[src/sv/bpcr_pkg.sv]
// Shared types, codes and helpers for the box push-out collision resolver.
// No dependencies; every other file of the block imports this package.
`default_nettype none

package bpcr_pkg;

    // Field widths (Q11.4 coordinates, unsigned half sizes)
    localparam int COORD_W   = 16;
    localparam int HALF_W    = 15;
    localparam int SUM_W     = HALF_W + 1;
    localparam int EXT_W     = COORD_W + 2;
    localparam int DIFF_W    = COORD_W + 1;
    localparam int ACT_W     = 2;
    localparam int CFG_IDX_W = 2;
    localparam int CFG_DAT_W = HALF_W;

    // Action codes of an input item
    localparam logic [ACT_W-1:0] ACT_LOAD  = 2'd0;
    localparam logic [ACT_W-1:0] ACT_WALL  = 2'd1;
    localparam logic [ACT_W-1:0] ACT_PLATE = 2'd2;

    // Configuration register indexes
    localparam logic [CFG_IDX_W-1:0] REG_HALF_WIDTH  = 2'd0;
    localparam logic [CFG_IDX_W-1:0] REG_HALF_HEIGHT = 2'd1;

    localparam logic [HALF_W-1:0] HALF_RESET = 15'd160;

    // Queue between front and back
    localparam int FIFO_DEPTH = 2;
    localparam int FIFO_PTR_W = (FIFO_DEPTH > 1) ? $clog2(FIFO_DEPTH) : 1;
    localparam int FIFO_CNT_W = $clog2(FIFO_DEPTH + 1);

    localparam logic signed [COORD_W-1:0] COORD_MAX = 16'sh7fff;
    localparam logic signed [COORD_W-1:0] COORD_MIN = 16'sh8000;

    // Item class decided by the front
    typedef enum logic [1:0] {
        OP_LOAD  = 2'd0,
        OP_WALL  = 2'd1,
        OP_PLATE = 2'd2,
        OP_NOP   = 2'd3
    } t_op;

    // Classified item as held in the queue
    typedef struct packed {
        t_op                        op;
        logic signed [COORD_W-1:0]  obj_x;
        logic signed [COORD_W-1:0]  obj_y;
        logic [SUM_W-1:0]           sum_w;
        logic [SUM_W-1:0]           sum_h;
        logic signed [COORD_W-1:0]  left_x;
        logic signed [COORD_W-1:0]  right_x;
        logic signed [COORD_W-1:0]  top_y;
        logic signed [COORD_W-1:0]  bot_y;
    } t_cmd;

    // Result item
    typedef struct packed {
        logic signed [COORD_W-1:0] pos_x;
        logic signed [COORD_W-1:0] pos_y;
        logic                      hit;
        logic                      landed;
        logic                      launched;
    } t_res;

    // Clamp an extended coordinate to the 16-bit range
    function automatic logic signed [COORD_W-1:0] sat_coord(
        input logic signed [EXT_W-1:0] v
    );
        logic signed [EXT_W-1:0] hi;
        logic signed [EXT_W-1:0] lo;
        hi = EXT_W'(COORD_MAX);
        lo = EXT_W'(COORD_MIN);
        if (v > hi) begin
            return COORD_MAX;
        end else if (v < lo) begin
            return COORD_MIN;
        end else begin
            return v[COORD_W-1:0];
        end
    endfunction

endpackage

`default_nettype wire

[src/sv/bpcr_if.sv]
// Valid/ready channel interfaces: input items, result items, config writes.
// Depends on bpcr_pkg for field widths.
`default_nettype none

interface bpcr_item_if import bpcr_pkg::*; ();
    logic                       valid;
    logic                       ready;
    logic [ACT_W-1:0]           action;
    logic signed [COORD_W-1:0]  obj_x;
    logic signed [COORD_W-1:0]  obj_y;
    logic [HALF_W-1:0]          obj_half_w;
    logic [HALF_W-1:0]          obj_half_h;

    modport source (output valid, action, obj_x, obj_y, obj_half_w, obj_half_h,
                    input ready);
    modport sink   (input valid, action, obj_x, obj_y, obj_half_w, obj_half_h,
                    output ready);
endinterface

interface bpcr_res_if import bpcr_pkg::*; ();
    logic                       valid;
    logic                       ready;
    logic signed [COORD_W-1:0]  pos_x;
    logic signed [COORD_W-1:0]  pos_y;
    logic                       hit;
    logic                       landed;
    logic                       launched;

    modport source (output valid, pos_x, pos_y, hit, landed, launched,
                    input ready);
    modport sink   (input valid, pos_x, pos_y, hit, landed, launched,
                    output ready);
endinterface

interface bpcr_cfg_if import bpcr_pkg::*; ();
    logic                   valid;
    logic                   ready;
    logic [CFG_IDX_W-1:0]   index;
    logic [CFG_DAT_W-1:0]   data;

    modport source (output valid, index, data, input ready);
    modport sink   (input valid, index, data, output ready);
endinterface

`default_nettype wire

[src/sv/box_pushout_collision_resolver.sv]
// Top level of the box push-out collision resolver: front, queue and back.
// Depends on bpcr_pkg, bpcr_if, bpcr_front, bpcr_fifo and bpcr_back.
`default_nettype none

// Channel   Dir  Handshake        Payload
// i_item    in   valid / ready    action, obj_x, obj_y, obj_half_w, obj_half_h
// o_res     out  valid / ready    pos_x, pos_y, hit, landed, launched
// i_cfg     in   valid / ready    index (0 half width, 1 half height), data
//
// One item per cycle sustained while results are taken; an accepted item is
// registered first in the queue, then in the back-end output register.
// The rate is set by the back end's position update, which needs the previous position.
// Reset clears the position to zero, the half sizes to 160 and the queue.
// A stalled result holds the back end; the two-entry queue absorbs items
// until full, then input ready drops.

module box_pushout_collision_resolver import bpcr_pkg::*; (
    input  wire logic   i_clk,
    input  wire logic   i_rst_n,
    bpcr_item_if.sink   i_item,
    bpcr_cfg_if.sink    i_cfg,
    bpcr_res_if.source  o_res
);

    // Front to queue
    logic q_push;
    logic q_ready;
    t_cmd q_cmd;

    // Queue to back
    logic b_valid;
    logic b_pop;
    t_cmd b_cmd;

    // Accept, classify and precompute terms that do not depend on the mover position
    bpcr_front u_front (
        .i_clk     (i_clk),
        .i_rst_n   (i_rst_n),
        .i_item    (i_item),
        .i_cfg     (i_cfg),
        .i_q_ready (q_ready),
        .o_push    (q_push),
        .o_cmd     (q_cmd)
    );

    // Decouple the two sides so each can stall on its own
    bpcr_fifo u_fifo (
        .i_clk   (i_clk),
        .i_rst_n (i_rst_n),
        .i_push  (q_push),
        .i_cmd   (q_cmd),
        .o_ready (q_ready),
        .o_valid (b_valid),
        .o_cmd   (b_cmd),
        .i_pop   (b_pop)
    );

    // Resolve against the stored position and register the result
    bpcr_back u_back (
        .i_clk   (i_clk),
        .i_rst_n (i_rst_n),
        .i_valid (b_valid),
        .i_cmd   (b_cmd),
        .o_pop   (b_pop),
        .o_res   (o_res)
    );

endmodule

`default_nettype wire

[src/sv/bpcr_front.sv]
// Front end: holds the mover half sizes, accepts items, classifies them and
// precomputes summed half sizes and clamped push targets. Uses bpcr_pkg.
`default_nettype none

module bpcr_front import bpcr_pkg::*; (
    input  wire logic   i_clk,
    input  wire logic   i_rst_n,
    bpcr_item_if.sink   i_item,
    bpcr_cfg_if.sink    i_cfg,
    input  wire logic   i_q_ready,
    output logic        o_push,
    output t_cmd        o_cmd
);

    logic [HALF_W-1:0] r_half_w;
    logic [HALF_W-1:0] r_half_h;

    logic [SUM_W-1:0]          sum_w;
    logic [SUM_W-1:0]          sum_h;
    logic signed [EXT_W-1:0]   ox_ext;
    logic signed [EXT_W-1:0]   oy_ext;
    logic signed [EXT_W-1:0]   sw_ext;
    logic signed [EXT_W-1:0]   sh_ext;
    t_op                       op;

    // Config writes are always taken
    assign i_cfg.ready = 1'b1;

    always_ff @(posedge i_clk) begin
        if (!i_rst_n) begin
            r_half_w <= HALF_RESET;
            r_half_h <= HALF_RESET;
        end else if (i_cfg.valid) begin
            case (i_cfg.index)
                REG_HALF_WIDTH:  r_half_w <= i_cfg.data;
                REG_HALF_HEIGHT: r_half_h <= i_cfg.data;
                default: ;
            endcase
        end
    end

    always_comb begin
        case (i_item.action)
            ACT_LOAD:  op = OP_LOAD;
            ACT_WALL:  op = OP_WALL;
            ACT_PLATE: op = OP_PLATE;
            default:   op = OP_NOP;
        endcase
    end

    // Summed half sizes and the positions a push lands on
    assign sum_w  = SUM_W'(r_half_w) + SUM_W'(i_item.obj_half_w);
    assign sum_h  = SUM_W'(r_half_h) + SUM_W'(i_item.obj_half_h);
    assign ox_ext = EXT_W'(i_item.obj_x);
    assign oy_ext = EXT_W'(i_item.obj_y);
    assign sw_ext = $signed(EXT_W'(sum_w));
    assign sh_ext = $signed(EXT_W'(sum_h));

    always_comb begin
        o_cmd.op      = op;
        o_cmd.obj_x   = i_item.obj_x;
        o_cmd.obj_y   = i_item.obj_y;
        o_cmd.sum_w   = sum_w;
        o_cmd.sum_h   = sum_h;
        o_cmd.left_x  = sat_coord(ox_ext - sw_ext);
        o_cmd.right_x = sat_coord(ox_ext + sw_ext);
        o_cmd.top_y   = sat_coord(oy_ext - sh_ext);
        o_cmd.bot_y   = sat_coord(oy_ext + sh_ext);
    end

    assign i_item.ready = i_q_ready;
    assign o_push       = i_item.valid & i_q_ready;

endmodule

`default_nettype wire

[src/sv/bpcr_fifo.sv]
// Short queue of classified items between front and back.
// Uses t_cmd and the queue sizes from bpcr_pkg.
`default_nettype none

module bpcr_fifo import bpcr_pkg::*; (
    input  wire logic   i_clk,
    input  wire logic   i_rst_n,
    input  wire logic   i_push,
    input  wire t_cmd   i_cmd,
    output logic        o_ready,
    output logic        o_valid,
    output t_cmd        o_cmd,
    input  wire logic   i_pop
);

    t_cmd                  r_mem [FIFO_DEPTH];
    logic [FIFO_PTR_W-1:0] r_wr_ptr, n_wr_ptr;
    logic [FIFO_PTR_W-1:0] r_rd_ptr, n_rd_ptr;
    logic [FIFO_CNT_W-1:0] r_count, n_count;

    function automatic logic [FIFO_PTR_W-1:0] ptr_inc(input logic [FIFO_PTR_W-1:0] p);
        if (p == FIFO_PTR_W'(FIFO_DEPTH - 1)) begin
            return '0;
        end else begin
            return p + 1'b1;
        end
    endfunction

    assign o_ready = (r_count != FIFO_CNT_W'(FIFO_DEPTH));
    assign o_valid = (r_count != '0);
    assign o_cmd   = r_mem[r_rd_ptr];

    always_comb begin
        n_wr_ptr = i_push ? ptr_inc(r_wr_ptr) : r_wr_ptr;
        n_rd_ptr = i_pop  ? ptr_inc(r_rd_ptr) : r_rd_ptr;
        n_count  = r_count;
        if (i_push && !i_pop) begin
            n_count = r_count + 1'b1;
        end else if (!i_push && i_pop) begin
            n_count = r_count - 1'b1;
        end
    end

    always_ff @(posedge i_clk) begin
        if (!i_rst_n) begin
            r_wr_ptr <= '0;
            r_rd_ptr <= '0;
            r_count  <= '0;
        end else begin
            r_wr_ptr <= n_wr_ptr;
            r_rd_ptr <= n_rd_ptr;
            r_count  <= n_count;
        end
    end

    always_ff @(posedge i_clk) begin
        if (i_push) begin
            r_mem[r_wr_ptr] <= i_cmd;
        end
    end

endmodule

`default_nettype wire

[src/sv/bpcr_back.sv]
// Back end: holds the mover position, resolves one queued item per cycle against it
// unless the result is stalled, and registers the result. Uses bpcr_pkg.
`default_nettype none

module bpcr_back import bpcr_pkg::*; (
    input  wire logic   i_clk,
    input  wire logic   i_rst_n,
    input  wire logic   i_valid,
    input  wire t_cmd   i_cmd,
    output logic        o_pop,
    bpcr_res_if.source  o_res
);

    logic signed [COORD_W-1:0] r_mx, n_mx;
    logic signed [COORD_W-1:0] r_my, n_my;
    logic                      r_out_valid;
    t_res                      r_out;
    t_res                      n_out;

    logic signed [DIFF_W-1:0]  dx;
    logic signed [DIFF_W-1:0]  dy;
    logic [DIFF_W-1:0]         adx;
    logic [DIFF_W-1:0]         ady;
    logic                      fit_x;
    logic                      fit_y;
    logic                      horiz;

    assign o_pop = i_valid & (~r_out_valid | o_res.ready);

    assign dx    = DIFF_W'(r_mx) - DIFF_W'(i_cmd.obj_x);
    assign dy    = DIFF_W'(r_my) - DIFF_W'(i_cmd.obj_y);
    assign adx   = dx[DIFF_W-1] ? DIFF_W'(-dx) : DIFF_W'(dx);
    assign ady   = dy[DIFF_W-1] ? DIFF_W'(-dy) : DIFF_W'(dy);
    // Depth >= 0 on an axis reduces to the offset fitting the summed halves
    assign fit_x = (adx <= DIFF_W'(i_cmd.sum_w));
    assign fit_y = (ady <= DIFF_W'(i_cmd.sum_h));
    assign horiz = (ady < adx);

    always_comb begin
        n_mx           = r_mx;
        n_my           = r_my;
        n_out.hit      = 1'b0;
        n_out.landed   = 1'b0;
        n_out.launched = 1'b0;
        case (i_cmd.op)
            OP_LOAD: begin
                n_mx = i_cmd.obj_x;
                n_my = i_cmd.obj_y;
            end
            OP_WALL: begin
                if (horiz) begin
                    if (dx != '0 && fit_x && fit_y) begin
                        n_mx      = dx[DIFF_W-1] ? i_cmd.left_x : i_cmd.right_x;
                        n_out.hit = 1'b1;
                    end
                end else if (dy != '0 && fit_x && fit_y) begin
                    n_my         = dy[DIFF_W-1] ? i_cmd.top_y : i_cmd.bot_y;
                    n_out.hit    = 1'b1;
                    n_out.landed = dy[DIFF_W-1];
                end
            end
            OP_PLATE: begin
                if (dy[DIFF_W-1] && fit_x && fit_y) begin
                    n_my           = i_cmd.top_y;
                    n_out.hit      = 1'b1;
                    n_out.launched = 1'b1;
                end
            end
            default: ;
        endcase
        n_out.pos_x = n_mx;
        n_out.pos_y = n_my;
    end

    always_ff @(posedge i_clk) begin
        if (!i_rst_n) begin
            r_mx        <= '0;
            r_my        <= '0;
            r_out_valid <= 1'b0;
        end else begin
            if (o_pop) begin
                r_mx        <= n_mx;
                r_my        <= n_my;
                r_out_valid <= 1'b1;
            end else if (o_res.ready) begin
                r_out_valid <= 1'b0;
            end
        end
    end

    always_ff @(posedge i_clk) begin
        if (o_pop) begin
            r_out <= n_out;
        end
    end

    assign o_res.valid    = r_out_valid;
    assign o_res.pos_x    = r_out.pos_x;
    assign o_res.pos_y    = r_out.pos_y;
    assign o_res.hit      = r_out.hit;
    assign o_res.landed   = r_out.landed;
    assign o_res.launched = r_out.launched;

endmodule

`default_nettype wire

[src/flat_wrapper.sv]
// flat-port wrapper written by rule: the top's interface ports become plain ports
module box_pushout_collision_resolver_flat import bpcr_pkg::*;
  (i_clk, i_rst_n, i_item_valid, i_item_action, i_item_obj_x, i_item_obj_y, i_item_obj_half_w, i_item_obj_half_h, i_item_ready, i_cfg_valid, i_cfg_index, i_cfg_data, i_cfg_ready, o_res_valid, o_res_pos_x, o_res_pos_y, o_res_hit, o_res_landed, o_res_launched, o_res_ready);
  bpcr_item_if i_item_i ();
  bpcr_cfg_if i_cfg_i ();
  bpcr_res_if o_res_i ();
  input  wire logic i_clk;
  input  wire logic i_rst_n;
  input wire logic [$bits(i_item_i.valid)-1:0] i_item_valid;
  input wire logic [$bits(i_item_i.action)-1:0] i_item_action;
  input wire logic [$bits(i_item_i.obj_x)-1:0] i_item_obj_x;
  input wire logic [$bits(i_item_i.obj_y)-1:0] i_item_obj_y;
  input wire logic [$bits(i_item_i.obj_half_w)-1:0] i_item_obj_half_w;
  input wire logic [$bits(i_item_i.obj_half_h)-1:0] i_item_obj_half_h;
  output wire logic [$bits(i_item_i.ready)-1:0] i_item_ready;
  input wire logic [$bits(i_cfg_i.valid)-1:0] i_cfg_valid;
  input wire logic [$bits(i_cfg_i.index)-1:0] i_cfg_index;
  input wire logic [$bits(i_cfg_i.data)-1:0] i_cfg_data;
  output wire logic [$bits(i_cfg_i.ready)-1:0] i_cfg_ready;
  output wire logic [$bits(o_res_i.valid)-1:0] o_res_valid;
  output wire logic [$bits(o_res_i.pos_x)-1:0] o_res_pos_x;
  output wire logic [$bits(o_res_i.pos_y)-1:0] o_res_pos_y;
  output wire logic [$bits(o_res_i.hit)-1:0] o_res_hit;
  output wire logic [$bits(o_res_i.landed)-1:0] o_res_landed;
  output wire logic [$bits(o_res_i.launched)-1:0] o_res_launched;
  input wire logic [$bits(o_res_i.ready)-1:0] o_res_ready;
  assign i_item_i.valid = i_item_valid;
  assign i_item_i.action = i_item_action;
  assign i_item_i.obj_x = i_item_obj_x;
  assign i_item_i.obj_y = i_item_obj_y;
  assign i_item_i.obj_half_w = i_item_obj_half_w;
  assign i_item_i.obj_half_h = i_item_obj_half_h;
  assign i_item_ready = i_item_i.ready;
  assign i_cfg_i.valid = i_cfg_valid;
  assign i_cfg_i.index = i_cfg_index;
  assign i_cfg_i.data = i_cfg_data;
  assign i_cfg_ready = i_cfg_i.ready;
  assign o_res_valid = o_res_i.valid;
  assign o_res_pos_x = o_res_i.pos_x;
  assign o_res_pos_y = o_res_i.pos_y;
  assign o_res_hit = o_res_i.hit;
  assign o_res_landed = o_res_i.landed;
  assign o_res_launched = o_res_i.launched;
  assign o_res_i.ready = o_res_ready;
  box_pushout_collision_resolver u_core (.i_clk(i_clk), .i_rst_n(i_rst_n), .i_item(i_item_i), .i_cfg(i_cfg_i), .o_res(o_res_i));
endmodule
[config.mk]
export PLATFORM = sky130hd
export DESIGN_NAME = box_pushout_collision_resolver_flat
export DESIGN_NICKNAME = d
export VERILOG_FILES = /design/src/sv/bpcr_pkg.sv /design/src/sv/bpcr_if.sv /design/src/sv/box_pushout_collision_resolver.sv /design/src/sv/bpcr_front.sv /design/src/sv/bpcr_fifo.sv /design/src/sv/bpcr_back.sv /design/src/flat_wrapper.sv
export SDC_FILE = /design/constraint.sdc
export NUM_CORES = 1
export LEC_CHECK = 0
export BUFFER_PORTS_ARGS = -buffer_cell sky130_fd_sc_hd__buf_2
export CAP_MARGIN = 5
export CORE_MARGIN = 5
export CORE_UTILIZATION = 55
export DETAILED_ROUTE_END_ITERATION = 8
export PLACE_DENSITY = 0.77
export SLEW_MARGIN = 20
export SYNTH_ARGS = -nofsm -noshare
export SYNTH_HDL_FRONTEND = slang
export SYNTH_SLANG_ARGS = --single-unit
export TNS_END_PERCENT = 1
[constraint.sdc]
create_clock -name i_clk -period 8.4 [get_ports i_clk]
set_input_delay 2.1 -clock i_clk [delete_from_list [all_inputs] [get_ports i_clk]]
set_output_delay 2.1 -clock i_clk [all_outputs]
set_load 0.01 [all_outputs]
==> out/qor.csv, run 1 <==
stage,metric,value,unit
sta,Least-Margin Pin Slew,1.05,ns
yosys,Synth Register Bits,363,
worst_hold_path,Hold/Removal Path Class,reg -> reg,
sta,Highest Clock Rate,136,MHz
yosys,Synth top cells by count,"edfxtp_1 (295), ha_1 (183), nand2_1 (148)",
power,PwrDens,461,mW/mm²
setup_path,crit-path max FO,20,
routing,DRT Pass-1 Iters,6,
sta,Final setup viols,0,
sta,Final min period,7.36,ns
sta,RSZ-0062 raised after global routing,no,
global_routing,first-pass GRT wire length,88600,µm
cts,clock sink total,363,
yosys,Cells after Synth,2033,
routing,Final ANT Viol Nets,0,
die,Die Ht,214,µm
setup_path,most frequent CP cell,mux2_2,
cts,Setup Buffers After CTS,0,
global_routing,number of global-route vias before repair,15900,
setup_path,R2R cell count,25,
layout,Layout Area Growth over Synthesis,10.6,%
cts,CTS Hold Buffers Added,0,
power,Max IR drop VDD,0.373,mV
sta,worst clock skew,0.0327,ns
routing,Via density,6.12,
yosys,"count leader, synth",edfxtp_1,
layout,Finished Layout Cells,2703,
yosys,share of the yosys chip area belonging to registers,0.447,
setup_path,startpoint class of the critical path,register,
yosys,"FFs w/ async S/R, synth",0,
cts,clk slew on worst S/H paths,0.06,ns
global_routing,GRT Resource Usage Total,0.240,
yosys,synthesized cell area,0.0229,mm²
sta,Max Slew Vio Count,0,
die,starting density of the core,0.558,
routing,DRC viols,0,
sta,Max-slew headroom,0.300,
yosys,Yosys top cell by area,edfxtp_1,
yosys,syn_area_per_cell,11.2,µm²
global_routing,antenna violations before repair,5,
cts,total CTS buffers,39,
yosys,dominant cells by area after synthesis,"edfxtp_1 (39%), ha_1 (10%), dfxtp_1 (6.0%), mux2i_1 (3.5%), xnor2_1 (3.5%)",
yosys,post-synthesis net count,2310,
placed_design,Post-DP HPWL,42600,µm
placed_design,RePlAce Congestion,0.901,
global_routing,GR Overflow Total,0,
die,Die X,214,µm
layout,Final Cell Area,0.0253,mm²
yosys,"EDFF count, synth",295,
layout,share of layout cells above drive strength 1,0.164,
setup_path,Worst EP required,8.71,ns
setup_path,max incr delay on CP,0.59,ns
cts,Max Buffers Root-to-Sink,3,
sta,Final period util,0.877,
cts,# resized after CTS,0,
routing,vias,16500,
setup_path,"CP delay by family, top",compound AO/OA/AOI/OAI gates,
cts,Root Buffer,clkbuf_16,
layout,Util after Layout,0.617,
routing,Initial DRC Count,1617,
routing,"wirelength, routed",57000,µm
sta,Setup TNS Final,0,ns
cts,CTS tree,yes,
placed_design,Placed Instance Area,0.0240,mm²
yosys,dominant synthesized flop cell,edfxtp_1,
worst_hold_path,hold depth,2,
placed_design,placed cells,2630,
layout,Final nets,2416,
placed_design,port bufs,122,
yosys,top cell type's share of synthesized area,0.387,
sta,Final Hold Violating Endpoints,0,
cts,Worst-Skew Late Latency,0.58,ns
power,LEAKAGE,0.0103,µW
routing,routed len/inst,21.1,µm
setup_path,Crit path arrival time,7.67,ns
setup_path,Critical Path Stages,25,
die,die area,0.0458,mm²
setup_path,Critical Setup Path Class,reg -> reg,
job,MaxCap Viol Count,0,
die,Core Region,0.0410,mm²
setup_path,slowest CP cell,dfxtp_4,
global_routing,largest net degree at the start of global routing,107,
yosys,Yosys warning count,0,
die,Ports,124,
die,# rows,74,
setup_path,CP endpoint kind,register,
cts,H-tree levels,2,
setup_path,critical path buffer and inverter count,2,
status,status,"finished, final reports clean",
yosys,Yosys cell types,100,
## power by group
| group | total, µW | internal [µW] | leakage (µW) | switching, µW |
|---|---|---|---|---|
| logic | 7180 | 3060 | 0.00632 | 4120 |
| registers | 2720 | 2530 | 0.00333 | 192 |
| clock network | 1770 | 1040 | 0.000644 | 735 |
## state kept, by name, summed over array words and instances, names as in the netlist, named ones only
name	cells
u_core.u_back.o_res.pos_x	16
u_core.u_back.o_res.landed	1
u_core.u_front.r_half_w	15
u_core.u_fifo.r_mem	260
u_core.u_back.r_mx	16
u_core.u_fifo.r_count	2
u_core.u_back.o_res.pos_y	16
u_core.u_back.o_res.launched	1
u_core.u_back.o_res.hit	1
u_core.u_front.r_half_h	15
u_core.u_back.r_my	16
u_core.u_fifo.r_wr_ptr	1
u_core.u_fifo.r_rd_ptr	1
u_core.u_back.o_res.valid	1
## metrics by stage
stage	hold WS (ns)	worst slack, ns	total power, µW
final	0.470	1.04	11700
after global routing	0.488	0.668	12400
after CTS	0.472	1.12	11600
after detailed placement	0.463	0.876	9770
after global placement	0.464	0.958	9540
after floorplan	0.445	0.177	7980
## final cells by class
| cell class | instances | area [µm²] |
|---|---|---|
| Inverter | 114 | 428 |
| Clock buffer | 43 | 1010 |
| Clock inverter | 28 | 315 |
| Antenna cell | 2 | 5.00 |
| Multi-Input combinational cell | 1471 | 11800 |
| Fill cell | 3250 | 15700 |
| Sequential cell | 363 | 10200 |
| Tap cell | 532 | 666 |
| Timing Repair Buffer | 150 | 861 |
## metal layers
layer | GRT usage | wire length, µm
met1 | 0.367 | 26300
met3 | 0.0464 | 5080
met2 | 0.352 | 24400
met5 | 0 | 37
met4 | 0.0636 | 1170
## worst reg2reg max path: stages, from the launching register on
cell and delay, ns:
dfxtp_4 0.59, mux2_2 0.28, ha_1 0.17, inv_1 0.06, fa_1 0.41, a211oi_2 0.29, o21ai_1 0.18, a21oi_1 0.26
a31oi_1 0.19, a41oi_1 0.42, a31o_2 0.33, o31ai_1 0.13, xnor2_1 0.30, ha_1 0.31, a21o_1 0.19, a21o_1 0.17
a21oi_1 0.15, o21ai_0 0.13, or2_2 0.29, a2111oi_0 0.52, o22a_2 0.29, nor4b_4 0.26, buf_12 0.22, mux2_2 0.36
a211o_1 0.32, mux2_2 0.28
## path summary, 6_finish.rpt
check | slack [ns] | endpoint | startpoint
setup / recovery | 1.04 | u_core.u_back.o_res.pos_y[15] | register
hold / removal | 0.47 | u_core.u_front.r_half_w[10] | u_core.u_front.r_half_w[10]
setup reg to reg | 1.04 | u_core.u_back.o_res.pos_y[15] | register
hold reg to reg | 0.47 | u_core.u_front.r_half_w[10] | u_core.u_front.r_half_w[10]
## logic make-up after synthesis
logic type               after synthesis  synth area share
AO/OA/AOI/OAI                        541             0.164
XOR/XNOR                             132            0.0506
adder cells (fa/ha/maj)              191             0.107
buffers and inverters                199            0.0394
flip-flops                           363             0.447
multiplexers                         164            0.0944
other                                  1          0.000164
AND/OR/NAND/NOR                      442            0.0970
## cell usage in the layout, fill, tap and decap left out, drive strengths merged, types with 43 or more instances in the layout
cell,netlist,layout
a21o,54,54
a21oi,123,123
buf,17,150
clkbuf,65,43
dfxtp,68,68
edfxtp,295,295
ha,183,183
inv,114,117
mux2,51,51
mux2i,81,81
nand2,148,148
nor2,96,96
o21ai,100,100
xnor2,91,91
(Power assumes the default switching activity.)
==> inputs of run 2 (changes only) <==
--- a/config.mk
+++ b/config.mk
@@ -7,10 +7,10 @@
 export LEC_CHECK = 0
 export BUFFER_PORTS_ARGS = -buffer_cell sky130_fd_sc_hd__buf_2
 export CAP_MARGIN = 5
-export CORE_MARGIN = 5
+export CORE_MARGIN = 2
 export CORE_UTILIZATION = 55
 export DETAILED_ROUTE_END_ITERATION = 8
-export PLACE_DENSITY = 0.77
+export PLACE_DENSITY = 0.74
 export SLEW_MARGIN = 20
 export SYNTH_ARGS = -nofsm -noshare
 export SYNTH_HDL_FRONTEND = slang
==> constraint.sdc (replaced) <==
create_clock -name i_clk -period 7.75 [get_ports i_clk]
set_input_delay 1.9375 -clock i_clk [delete_from_list [all_inputs] [get_ports i_clk]]
set_output_delay 1.9375 -clock i_clk [all_outputs]
set_load 0.01 [all_outputs]
==> run 2 against run 1 <==
Clock skew decreased by 0.0073 ns; via count is 0.88% lower; combinational power is 9.3% higher; clock-buffer cell count rose by 5; non-clock buffer count rose by 11; fmax is 0.99% lower; sequential power grew 8.1%; global-route usage is 2.1 points higher; final area fell by 0.11%; core utilization up 0.072 points.
==> out/qor.csv, run 2 (synthesis results as in run 1) <==
stage,metric,value,unit
status,status,"finished, final reports clean",
sta,RSZ-0062 raised after global routing,no,
power,Tot Pwr,12600,µW
power,PwrDens,499,mW/mm²
routing,DRT Pass-1 Iters,5,
cts,Setup Buffers After CTS,0,
setup_path,slowest CP cell,a2111oi_0,
global_routing,GR Overflow Total,0,
global_routing,largest net degree at the start of global routing,103,
cts,H-tree levels,2,
sta,Final period util,0.960,
routing,Initial DRC Count,1339,
power,LEAKAGE,0.0103,µW
layout,"commonest non-fill, non-tap cell in the layout",edfxtp_1,
setup_path,"CP delay by family, top",compound AO/OA/AOI/OAI gates,
cts,clock sink total,363,
placed_design,Post-DP HPWL,42900,µm
die,Die X,208,µm
setup_path,Worst EP required,8.05,ns
sta,Final Hold Violating Endpoints,0,
setup_path,startpoint class of the critical path,register,
layout,Filler cells,3268,
cts,total CTS buffers,38,
routing,"wirelength, routed",57000,µm
layout,Layout Area Growth over Synthesis,10.5,%
global_routing,GRT Resource Usage Total,0.261,
layout,most frequent cells in the layout,"edfxtp_1 (295), ha_1 (183), nand2_1 (148)",
setup_path,Crit path arrival time,7.74,ns
global_routing,number of global-route vias before repair,15700,
die,Ports,124,
sta,Setup TNS Final,0,ns
sta,hold_ws,0.472,ns
die,# rows,74,
layout,Final nets,2426,
layout,max FFs per register,260,
cts,Worst-Skew Late Latency,0.57,ns
sta,Least-Margin Pin Slew,1.00,ns
routing,Via density,6.05,
sta,Max-slew headroom,0.329,
setup_path,crit-path cells,mux2_2 > ha_1 > fa_1 > and2b_1 > o211ai_2 > a21oi_1 > a21o_2 > xor2_1 > nor3_1 > a21oi_1 > xnor2_1 > ha_1 > a21o_1 > a21o_1 > a2111oi_0 > o211ai_1 > a21oi_1 > o22a_2 > nor4b_4 > buf_4 > mux2_2 > a211o_1 > mux2_2,
worst_hold_path,Hold/Removal Path Class,reg -> reg,
cts,CTS Hold Buffers Added,0,
setup_path,critical path buffer and inverter count,1,
cts,clk slew on worst S/H paths,0.06,ns
routing,Final ANT Viol Nets,0,
sta,Final setup viols,0,
setup_path,Critical Setup Path Class,reg -> reg,
sta,Highest Clock Rate,134,MHz
setup_path,crit-path max FO,17,
die,die area,0.0432,mm²
die,starting density of the core,0.559,
cts,CTS tree,yes,
sta,fin worst setup slack,0.314,ns
cts,# resized after CTS,0,
routing,vias,16400,
sta,worst clock skew,0.0254,ns
layout,share of layout cells above drive strength 1,0.167,
layout,Finished Layout Cells,2710,
sta,Final min period,7.44,ns
routing,routed len/inst,21.1,µm
placed_design,dpl ws,0.175,ns
global_routing,antenna violations before repair,2,
placed_design,placed cells,2641,
cts,Max Buffers Root-to-Sink,3,
layout,sequential cell area,0.0102,mm²
power,Max IR drop VDD,0.413,mV
cts,Root Buffer,clkbuf_16,
placed_design,RePlAce Congestion,0.948,
sta,Max Slew Vio Count,0,
global_routing,first-pass GRT wire length,88400,µm
layout,largest register by flop count,u_core.u_fifo.r_mem,
placed_design,port bufs,122,
die,Die Ht,208,µm
job,MaxCap Viol Count,0,
setup_path,CP endpoint kind,register,
die,Core Region,0.0409,mm²
setup_path,max incr delay on CP,0.64,ns
layout,footprint of the multi-input gates,0.0118,mm²
routing,DRC viols,0,
-- run 2: worst paths after layout --
path	startpoint	slack [ns]	to	cells past startpoint
worst min register to register	u_core.u_front.r_half_w[7]	0.47	u_core.u_front.r_half_w[7]	2
worst min-delay path	u_core.u_front.r_half_w[7]	0.47	u_core.u_front.r_half_w[7]	2
worst max register to register	register	0.31	u_core.u_back.o_res.pos_y[13]	23
worst max-delay path	register	0.31	u_core.u_back.o_res.pos_y[13]	23
-- run 2: per-layer routing --
metal,up-vias,GRT usage,wire length (µm)
li1,7791,-,-
met1,7963,0.384,26200
met2,580,0.387,24600
met3,66,0.0676,5280
met4,2,0.0582,929
met5,-,0,16
-- run 2: per-stage QoR --
step	cell area, µm²	util
after global placement	24000	0.587
final	25300	0.617
after floorplan	22900	-
after global routing	25300	0.617
after CTS	25300	0.617
after detailed placement	24000	0.587
-- run 2: cell type report --
class	instances	area share
Multi-Input combinational cell	1471	0.466
Sequential cell	363	0.405
Clock buffer	48	0.0424
Timing Repair Buffer	161	0.0368
Tap cell	532	0.0263
Inverter	114	0.0169
Clock inverter	20	0.00693
Antenna cell	1	0.0000990
-- run 2: power by group --
| group | internal (µW) | switching [µW] |
|---|---|---|
| Clock | 1050 | 774 |
| Combinational | 3330 | 4520 |
| Sequential | 2740 | 201 |
| Total | 7120 | 5500 |
-- run 2: worst register-to-register path: cells and delay by family, from the launching register on --
family	cells	cell delay, ns
compound gates	11	3.05
mux	3	1.04
fa+ha+maj	3	0.98
xor+xnor	2	0.67
simple gates	3	0.59
flops	1	0.57
buf+inv	1	0.26
